===== src/rtl/ipid_pkg.sv =====
// Shared types and constants for the incremental PID block.
`timescale 1ns / 1ps

package ipid_pkg;

  // Widths fixed by the item and register formats
  localparam int unsigned GainW  = 16;
  localparam int unsigned LimW   = 15;
  localparam int unsigned CountW = 16;
  localparam int unsigned PosW   = 16;
  localparam int unsigned ErrW   = 18;
  localparam int unsigned CfgIdxW = 3;
  localparam int unsigned CfgDataW = 16;

  // Error magnitude beyond which one encoder turn is folded back
  localparam logic signed [ErrW-1:0] WrapThresh = 18'sd6000;

  // Register indexes on the configuration port
  typedef enum logic [CfgIdxW-1:0] {
    CFG_KP        = 3'd0,
    CFG_KI        = 3'd1,
    CFG_KD        = 3'd2,
    CFG_INT_LIMIT = 3'd3,
    CFG_OUT_LIMIT = 3'd4,
    CFG_COUNTS    = 3'd5
  } cfg_idx_e;

  typedef struct packed {
    logic [GainW-1:0]  kp;
    logic [GainW-1:0]  ki;
    logic [GainW-1:0]  kd;
    logic [LimW-1:0]   integral_limit;
    logic [LimW-1:0]   output_limit;
    logic [CountW-1:0] counts_per_turn;
  } ipid_cfg_t;

  typedef struct packed {
    logic                   action;
    logic signed [PosW-1:0] target;
    logic signed [PosW-1:0] measured;
  } ipid_item_t;

  typedef struct packed {
    logic signed [PosW-1:0] drive;
    logic                   clamped;
  } ipid_res_t;

endpackage


===== src/rtl/ipid_core.sv =====
// Control law datapath: wrap correction, P/I/D terms, accumulator and history.
`timescale 1ns / 1ps

module ipid_core import ipid_pkg::*; #(
  parameter int unsigned FRAC_BITS = 8
) (
  input  logic       clk_i,
  input  logic       rst_ni,
  input  logic       step_i,   // commit the item below to the state
  input  ipid_item_t item_i,
  input  ipid_cfg_t  cfg_i,
  output ipid_res_t  res_o
);

  localparam int unsigned AccW  = PosW + FRAC_BITS;
  localparam int unsigned ProdW = 37;  // 17-bit gain times 20-bit error
  localparam int unsigned SumW  = ((AccW > ProdW) ? AccW : ProdW) + 2;
  localparam logic [AccW:0] FracMask = (AccW+1)'((64'd1 << FRAC_BITS) - 64'd1);

  logic signed [ErrW-1:0] e1_q, e1_d;
  logic signed [ErrW-1:0] e2_q, e2_d;
  logic signed [AccW-1:0] acc_q, acc_d;

  logic signed [ErrW-1:0]  e_raw, e;
  logic signed [ErrW:0]    de1;
  logic signed [ErrW+1:0]  dd;
  logic signed [ProdW-1:0] p_prod, i_prod, d_prod;
  logic signed [SumW-1:0]  p_s, i_s, i_c, d_s;
  logic signed [SumW-1:0]  ilim, olim, sum, sum_c;
  logic                    hit_o;
  logic signed [AccW:0]    rnd;

  // Error with wrap correction
  always_comb begin
    e_raw = ErrW'(item_i.target) - ErrW'(item_i.measured);
    if (e_raw < -WrapThresh) begin
      e = e_raw + $signed(ErrW'(cfg_i.counts_per_turn));
    end else if (e_raw > WrapThresh) begin
      e = e_raw - $signed(ErrW'(cfg_i.counts_per_turn));
    end else begin
      e = e_raw;
    end
  end

  // Difference terms and the three gain products
  always_comb begin
    de1    = (ErrW+1)'(e) - (ErrW+1)'(e1_q);
    dd     = (ErrW+2)'(e) - ((ErrW+2)'(e1_q) <<< 1) + (ErrW+2)'(e2_q);
    p_prod = $signed({1'b0, cfg_i.kp}) * de1;
    i_prod = $signed({1'b0, cfg_i.ki}) * e;
    d_prod = $signed({1'b0, cfg_i.kd}) * dd;
    p_s    = SumW'(p_prod);
    i_s    = SumW'(i_prod);
    d_s    = SumW'(d_prod);
  end

  // Integral clamp, accumulate, output clamp
  always_comb begin
    ilim = $signed(SumW'(cfg_i.integral_limit) << FRAC_BITS);
    olim = $signed(SumW'(cfg_i.output_limit) << FRAC_BITS);
    if (i_s > ilim) begin
      i_c = ilim;
    end else if (i_s < -ilim) begin
      i_c = -ilim;
    end else begin
      i_c = i_s;
    end
    sum   = SumW'(acc_q) + p_s + i_c + d_s;
    hit_o = 1'b0;
    if (sum > olim) begin
      sum_c = olim;
      hit_o = 1'b1;
    end else if (sum < -olim) begin
      sum_c = -olim;
      hit_o = 1'b1;
    end else begin
      sum_c = sum;
    end
  end

  // Next state and result; clear zeroes everything
  always_comb begin
    if (item_i.action) begin
      acc_d = '0;
      e1_d  = '0;
      e2_d  = '0;
    end else begin
      acc_d = sum_c[AccW-1:0];
      e1_d  = e;
      e2_d  = e1_q;
    end
    // integer part, truncated toward zero
    rnd = (AccW+1)'(acc_d) + (acc_d[AccW-1] ? FracMask : '0);
    res_o.drive   = PosW'(rnd >>> FRAC_BITS);
    res_o.clamped = hit_o & ~item_i.action;
  end

  always_ff @(posedge clk_i or negedge rst_ni) begin
    if (!rst_ni) begin
      acc_q <= '0;
      e1_q  <= '0;
      e2_q  <= '0;
    end else if (step_i) begin
      acc_q <= acc_d;
      e1_q  <= e1_d;
      e2_q  <= e2_d;
    end
  end

endmodule


===== src/rtl/incremental_pid_with_wrap.sv =====
// Top level: stream handshake, configuration registers and result register.
// A transfer accepted sits in the input register; its result is registered in the
// result register when the input stage advances and can leave from there.
// Throughput: one item per cycle unless the result side stalls; the error history and
// drive accumulator update in the same cycle the item moves into the result register.
// Reset: gains 0, integral limit 32767, output limit 16384, counts per turn 8192,
// error history and accumulator zero, both stages empty.
`timescale 1ns / 1ps

module incremental_pid_with_wrap import ipid_pkg::*; #(
  parameter int unsigned FRAC_BITS = 8
) (
  input  logic                clk_i,
  input  logic                rst_ni,
  // configuration write port
  input  logic                cfg_we_i,
  input  logic [CfgIdxW-1:0]  cfg_idx_i,
  input  logic [CfgDataW-1:0] cfg_data_i,
  // input stream
  input  logic                s_axis_tvalid,
  output logic                s_axis_tready,
  input  logic [31:0]         s_axis_tdata,   // [15:0] target, [31:16] measured
  input  logic                s_axis_tuser,   // [0] action
  // result stream
  output logic                m_axis_tvalid,
  input  logic                m_axis_tready,
  output logic [15:0]         m_axis_tdata,   // [15:0] drive
  output logic                m_axis_tuser    // [0] clamped
);

  ipid_cfg_t  cfg_q;
  ipid_item_t item_q;
  ipid_res_t  res, res_q;
  logic       in_valid_q, out_valid_q;
  logic       adv, accept;

  // Configuration registers
  always_ff @(posedge clk_i or negedge rst_ni) begin
    if (!rst_ni) begin
      cfg_q.kp              <= '0;
      cfg_q.ki              <= '0;
      cfg_q.kd              <= '0;
      cfg_q.integral_limit  <= 15'd32767;
      cfg_q.output_limit    <= 15'd16384;
      cfg_q.counts_per_turn <= 16'd8192;
    end else if (cfg_we_i) begin
      case (cfg_idx_e'(cfg_idx_i))
        CFG_KP:        cfg_q.kp              <= cfg_data_i[GainW-1:0];
        CFG_KI:        cfg_q.ki              <= cfg_data_i[GainW-1:0];
        CFG_KD:        cfg_q.kd              <= cfg_data_i[GainW-1:0];
        CFG_INT_LIMIT: cfg_q.integral_limit  <= cfg_data_i[LimW-1:0];
        CFG_OUT_LIMIT: cfg_q.output_limit    <= cfg_data_i[LimW-1:0];
        CFG_COUNTS:    cfg_q.counts_per_turn <= cfg_data_i[CountW-1:0];
        default: ;
      endcase
    end
  end

  // Handshake: input stage advances when the result register is free
  assign adv           = in_valid_q && (!out_valid_q || m_axis_tready);
  assign s_axis_tready = !in_valid_q || adv;
  assign accept        = s_axis_tvalid && s_axis_tready;

  always_ff @(posedge clk_i or negedge rst_ni) begin
    if (!rst_ni) begin
      in_valid_q  <= 1'b0;
      out_valid_q <= 1'b0;
    end else begin
      if (accept) begin
        in_valid_q <= 1'b1;
      end else if (adv) begin
        in_valid_q <= 1'b0;
      end
      if (adv) begin
        out_valid_q <= 1'b1;
      end else if (m_axis_tready) begin
        out_valid_q <= 1'b0;
      end
    end
  end

  // Payload registers
  always_ff @(posedge clk_i) begin
    if (accept) begin
      item_q.action   <= s_axis_tuser;
      item_q.target   <= $signed(s_axis_tdata[15:0]);
      item_q.measured <= $signed(s_axis_tdata[31:16]);
    end
    if (adv) begin
      res_q <= res;
    end
  end

  ipid_core #(
    .FRAC_BITS(FRAC_BITS)
  ) u_core (
    .clk_i  (clk_i),
    .rst_ni (rst_ni),
    .step_i (adv),
    .item_i (item_q),
    .cfg_i  (cfg_q),
    .res_o  (res)
  );

  assign m_axis_tvalid = out_valid_q;
  assign m_axis_tdata  = res_q.drive;
  assign m_axis_tuser  = res_q.clamped;

  // A clear step leaves a zero result
  a_clear_zero: assert property (@(posedge clk_i) disable iff (!rst_ni)
    (adv && item_q.action) |=> (res_q.drive == '0 && !res_q.clamped))
    else $error("clear step gave a nonzero result");

  // An empty input stage always takes a transfer
  a_empty_ready: assert property (@(posedge clk_i) disable iff (!rst_ni)
    !in_valid_q |-> s_axis_tready)
    else $error("input stage empty but not ready");

  // A result only appears after the input stage advanced
  a_out_from_adv: assert property (@(posedge clk_i) disable iff (!rst_ni)
    $rose(out_valid_q) |-> $past(adv))
    else $error("result valid without an advancing item");

  // A saturated result sits exactly at the output bound
  a_clamp_bound: assert property (@(posedge clk_i) disable iff (!rst_ni)
    (out_valid_q && res_q.clamped) |->
      (res_q.drive == $signed({1'b0, cfg_q.output_limit}) ||
       res_q.drive == -$signed({1'b0, cfg_q.output_limit})))
    else $error("saturated drive not at the output bound");

endmodule


===== config.mk =====
export PLATFORM = sky130hd
export DESIGN_NAME = incremental_pid_with_wrap
export DESIGN_NICKNAME = d
export VERILOG_FILES = /design/src/rtl/ipid_pkg.sv /design/src/rtl/ipid_core.sv /design/src/rtl/incremental_pid_with_wrap.sv
export SDC_FILE = /design/constraint.sdc
export NUM_CORES = 2
export LEC_CHECK = 0
export BUFFER_PORTS_ARGS = -buffer_cell sky130_fd_sc_hd__clkbuf_2
export CAP_MARGIN = 20
export CORE_MARGIN = 3
export CORE_UTILIZATION = 40
export CTS_BUF_LIST = sky130_fd_sc_hd__clkbuf_16
export CTS_CLUSTER_SIZE = 10
export DETAILED_ROUTE_END_ITERATION = 8
export HOLD_SLACK_MARGIN = 0.05
export PLACE_DENSITY = 0.57
export SLEW_MARGIN = 20
export SYNTH_ARGS = -nofsm -noshare
export SYNTH_HDL_FRONTEND = slang
export SYNTH_SLANG_ARGS = --single-unit

===== constraint.sdc =====
create_clock -name clk_i -period 24.2 [get_ports clk_i]
set_clock_uncertainty 0.2 [all_clocks]
set_input_delay 1.21 -clock clk_i [delete_from_list [all_inputs] [get_ports clk_i]]
set_output_delay 1.21 -clock clk_i [all_outputs]
set_load 0.01 [all_outputs]

# Word-level counts from Yosys, hierarchy flattened
# Index checks and enable logic that the tools add are counted.
# word_totals
register_bits	206
in_bits	57
wordCells	75
# classes
addsub	12
multipliers	3
order_cmp	6
eq_ne	5
n_mux	16
bitwise	2
reduce_logical	15
# op_table
op	count
39-bit two-way mux	2
23-bit negation with 39-bit output	2
18-bit two-way mux	4
24-bit two-way mux	3
39-bit by 37-bit adder with 39-bit output	1
39-bit adder	1
39-bit by 24-bit greater-than comparator with 1-bit output	1
35-bit by 39-bit < comparator with 1-bit output	1
39-bit < comparator	1
24-bit by 36-bit adder with 37-bit output	1
17-bit by 20-bit multiplier with 37-bit output	1
17-bit by 19-bit multiplier with 36-bit output	1
35-bit by 24-bit greater-than comparator with 1-bit output	1
17-bit by 18-bit multiplier with 35-bit output	1
24-bit by 8-bit adder with 24-bit output	1
20-bit by 18-bit adder with 20-bit output	1
18-bit by 19-bit subtractor with 20-bit output	1
18-bit by 18-bit subtractor with 19-bit output	1
18-bit by 17-bit adder with 18-bit output	1
18-bit by 14-bit greater-than comparator with 1-bit output (second input constant)	1
18-bit by 14-bit < comparator with 1-bit output (second input constant)	1
18-bit by 17-bit subtractor with 18-bit output	1
16-bit by 16-bit subtractor with 17-bit output	1
2-bit AND reduction	6
other kinds (12)	23

# Logic depth before layout (Yosys ltp)
# depth
depth_word	16
depth_mapped	105

# Modules after synthesis
# A second synthesis with hierarchy kept.
# hier_totals
hier_cells	5976
hier_area_um2	54637.4
# modules_own_cells
mod	n_inst	cells_each	area_per_inst_um2	seq_area_each_um2
ipid_core	1	5714	49382.4	1501.4
incremental_pid_with_wrap	1	262	5255.0	3925.0

# Worst setup path after synthesis
# Ideal clock, no wire load.
# synth_timing
kind	reg-to-reg
start	reg item_q[20] in the netlist's numbering
end	reg res_q (netlist bit m_axis_tdata[8]), data pin
setup_time_ns	0.256
arrival_ns	21.044
path_slack_ns	2.700
path_stages_with_launch	92
n_path_buf	6
synth_period_minus_slack_ns	21.500
cell_sequence	edfxtp_1 > ha_1 > or4_1 > o211ai_1 > a31oi_1 > o221a_1 > a211o_1 > a41o_1 > a2111o_1 > and2_0 > clkbuf_1 > nor2_1 > a21oi_1 > mux2i_1 > clkbuf_1 > ha_1 > nor2b_1 > o21ai_0 > (+56 left out) > o31ai_1 > a21o_1 > clkbuf_1 > clkbuf_1 > nor2_1 > nand2_1 > nor2_1 > ha_1 > a21oi_1 > nor2b_1 > o21ai_0 > nand2_1 > a21o_1 > a41oi_1 > a211oi_4 > and3_1 > buf_2 > a41o_1
# synth_lines
item	line_no	rtl
start, declared	incremental_pid_with_wrap.sv:32	ipid_item_t item_q;
end signal, assigned	incremental_pid_with_wrap.sv:90	res_q <= res;
end, declared	incremental_pid_with_wrap.sv:33	ipid_res_t res, res_q;

==> results.json <==
{
  "most_common_library_cell_in_the_layout_ignoring_fill_and_taps": "sky130_fd_sc_hd__inv_1",
  "post_drt_via_cell_ratio": 5.169,
  "globalplace.congestion": 0.9167,
  "clockBufferDepth": 3,
  "synth_to_layout_area_growth_pct": 7.452,
  "io_buffers": 75,
  "number_of_routed_nets_with_antenna_violations": 0,
  "post-route-worst-setup-slack_ns": 1.275,
  "achievable-frequency_ghz": 0.04362,
  "worst_slew_margin_rel_pct": 14.81,
  "critPathSlowestCell": "sky130_fd_sc_hd__xor2_1",
  "post_synth_instance_area_mm2": 0.05381,
  "hold_violations": 0,
  "setup.worst_path.class": "reg2reg",
  "wl_per_cell_um": 20.43,
  "synth_edf_count": 50,
  "worstHoldPathCells": 2,
  "finalInstanceArea_mm2": 0.05782,
  "layout.nets": 7558,
  "setup_repair_after_global_routing_missed_its_margin": "no",
  "initial_utilization_pct": 40.62,
  "critPathMaxFanout": 14,
  "finalSetupViolations": 0,
  "timing.critical_path.from_type": "flip-flop",
  "worstPathArrival_ns": 23.07,
  "clock_sink_count": 206,
  "vias_in_the_first_global_route": 42550,
  "maxSlewViolCount": 0,
  "wp_data_required_ns": 24.34,
  "fin_tns_setup_ns": 0,
  "grt_first_pass_wirelength_mm": 249.5,
  "drt_wl_total_mm": 158.6,
  "initial_antenna_violation_count": 25,
  "globalRoute.totalOverflow": 0,
  "fraction_of_layout_cells_with_a_size_suffix_above_1_pct": 7.398,
  "worst_min_delay_path_class": "reg2reg",
  "global_route.usage.total_pct": 23.14,
  "worst_path_most_repeated_cell": "sky130_fd_sc_hd__fa_1",
  "hold_start": "u_core.acc_q[10]",
  "fin_crit_ns": 22.93,
  "ctsHoldBuffers": 0,
  "die_height_um": 372.8,
  "io_pins": 76,
  "final_min_period_over_clock_period_pct": 94.73,
  "full_die_area_mm2": 0.1390,
  "die_extent_in_x_um": 372.8,
  "cts_made_buffers": 28,
  "pre_cts_slack_ns": 0.3049,
  "drv.max_cap_violation_count": 0,
  "worstHoldEndpoint": "u_core.acc_q[10]",
  "vias_after_detailed_routing": 40120,
  "largest_net_degree_at_the_start_of_global_routing": 70,
  "drc_errors": 0,
  "dominantRegCellSynth": "sky130_fd_sc_hd__dfrtp_1",
  "placed_cell_area_mm2": 0.05672,
  "tritoncts": "built",
  "outcome": "complete, no violations",
  "rows": 133,
  "synth.yosys.seq_area_share_pct": 10.08,
  "clock_tree.htree_level_count": 1,
  "dr.first_iter.drc_count": 2935,
  "worst_hold_slack_ns": 0.2821,
  "placeableCoreArea_mm2": 0.1325,
  "max_slew.worst_pin.slew_ns": 1.264,
  "dr.pass1.iters": 5,
  "final_cell_mix": "sky130_fd_sc_hd__inv_1, sky130_fd_sc_hd__fa_1, sky130_fd_sc_hd__nand2_1, sky130_fd_sc_hd__ha_1, sky130_fd_sc_hd__and2_1",
  "worst_setup_hold_path_clk_slew_ns": 0.06,
  "regToRegStartpoint": "item_q[0]",
  "syn_area_per_cell_um2": 9.042,
  "r2r_end": "m_axis_tdata[15]",
  "timing.critical_path.to_type": "flip-flop",
  "clk-insertion-delay-late_ns": 0.60,
  "synth-async-reset-ratio_pct": 75.73,
  "netlist_instances": 5951,
  "synthesis.nets": 7527,
  "ff2ff_path_depth": 87,
  "root_buffer": "sky130_fd_sc_hd__clkbuf_16",
  "yosys_register_bits": 206,
  "regToRegSetupSlack_ns": 1.27,
  "dp.final_hpwl_mm": 131.3,
  "highest_cell_delay_on_the_worst_timing_path_ns": 0.79,
  "synth.yosys.warnings": 0,
  "yosys.cell_types.count": 94
}
==> worst max-delay path: cells and delay by family (launching register included) <==
| family | cells | cell delay (ns) |
|---|---|---|
| compound gates | 39 | 8.31 |
| xor+xnor | 4 | 1.55 |
| fa+ha+maj | 19 | 8.35 |
| buf+inv | 8 | 0.73 |
| flops | 1 | 0.37 |
| simple gates | 17 | 3.10 |
==> repair_timing <==
item                       4_1_cts  5_1_grt
resized for setup                0       30
setup endpoints to repair        0       24
setup buffers                    0        4
==> cell families after synthesis <==
family | synth area share (%)
multiplexers | 1.948
XOR/XNOR | 2.995
flip-flops | 10.08
AO/OA/AOI/OAI | 8.894
buffers and inverters | 11.14
AND/OR/NAND/NOR | 14.75
adder cells (fa/ha/maj) | 50.20
==> Yosys cell counts (9+ instances only) <==
library cell | n | area, µm²
sky130_fd_sc_hd__a211oi_1 | 26 | 195.2
sky130_fd_sc_hd__fa_1 | 1057 | 21160
sky130_fd_sc_hd__nor3_1 | 67 | 335.3
sky130_fd_sc_hd__nor2b_1 | 72 | 450.4
sky130_fd_sc_hd__o21a_1 | 32 | 240.2
sky130_fd_sc_hd__clkbuf_1 | 199 | 747.0
sky130_fd_sc_hd__inv_1 | 1374 | 5157
sky130_fd_sc_hd__a21oi_1 | 174 | 870.8
sky130_fd_sc_hd__xor2_1 | 56 | 490.5
sky130_fd_sc_hd__and3_1 | 30 | 187.7
sky130_fd_sc_hd__mux2_2 | 84 | 945.9
sky130_fd_sc_hd__edfxtp_1 | 50 | 1501
sky130_fd_sc_hd__xnor2_1 | 128 | 1121
sky130_fd_sc_hd__or3_1 | 18 | 112.6
sky130_fd_sc_hd__a31oi_1 | 23 | 143.9
sky130_fd_sc_hd__dfstp_2 | 17 | 446.7
sky130_fd_sc_hd__or2_2 | 9 | 56.30
sky130_fd_sc_hd__ha_1 | 462 | 5781
sky130_fd_sc_hd__nand3b_1 | 9 | 67.56
sky130_fd_sc_hd__nor2_1 | 181 | 679.4
sky130_fd_sc_hd__o21bai_1 | 16 | 120.1
sky130_fd_sc_hd__o21ai_0 | 169 | 845.8
sky130_fd_sc_hd__nand2_1 | 676 | 2537
sky130_fd_sc_hd__o22ai_1 | 19 | 118.9
sky130_fd_sc_hd__a21o_1 | 71 | 533.0
sky130_fd_sc_hd__and2_1 | 415 | 2596
sky130_fd_sc_hd__nand4_1 | 16 | 100.1
sky130_fd_sc_hd__a21boi_0 | 26 | 195.2
sky130_fd_sc_hd__buf_1 | 13 | 48.80
sky130_fd_sc_hd__dfrtp_1 | 139 | 3478
sky130_fd_sc_hd__o211ai_1 | 24 | 180.2
sky130_fd_sc_hd__nand3_1 | 40 | 200.2
sky130_fd_sc_hd__o31ai_1 | 38 | 285.3
sky130_fd_sc_hd__nand2b_1 | 47 | 294.0
==> state kept, by name (all words and copies together) (netlist names) <==
register	flops
m_axis_tvalid	1
u_core.e2_q	18
u_core.e1_q	18
cfg_q	94
m_axis_tuser	1
m_axis_tdata	16
in_valid_q	1
item_q	33
u_core.acc_q	24
==> per-stage QoR <==
step | util, % | std cells
6_report | 43.65 | 7762
5_1_grt | 43.64 | 7758
4_1_cts | 43.50 | 7753
3_5_place_dp | 42.82 | 7703
3_3_place_gp | 42.81 | 7703
2_1_floorplan | - | 5951
==> worst max path at each step <==
| stage | startpoint | endpoint | slack (ns) | cells after the start |
|---|---|---|---|---|
| after floorplan | item_q[20] | m_axis_tdata[8] | 2.70 | 91 |
| after global placement | item_q[0] | m_axis_tdata[11] | 0.30 | 88 |
| after detailed placement | item_q[0] | m_axis_tdata[11] | 0.30 | 88 |
| after CTS | item_q[0] | m_axis_tdata[11] | 0.24 | 88 |
| after global routing | item_q[0] | m_axis_tdata[15] | 0.01 | 89 |
| final | item_q[0] | m_axis_tdata[15] | 1.27 | 87 |
==> layout make-up <==
cell class / instances / area, µm²
fillers: 13210 / 74640
multi-input cells: 4151 / 42660
flip-flops and latches: 206 / 5426
inverters: 1379 / 5176
well taps: 1755 / 2196
repair buffers: 216 / 1444
clock buffers: 28 / 700.7
clock inverters: 22 / 210.2
diodes: 5 / 12.51
==> layer usage <==
layer | routed length, µm | up-vias | share of wire (%) | global-route usage [%]
met5 | 0 | - | 0 | 0
met4 | 6434 | 0 | 4.1 | 7.647
met3 | 12980 | 237 | 8.2 | 4.851
met2 | 70110 | 1264 | 44 | 36.19
met1 | 69030 | 20290 | 44 | 32.05
li1 | - | 18340 | - | -
Power is left out: the tool's default activity adds up to more than one toggle a clock period on the data nets, which glitch-free logic cannot reach.
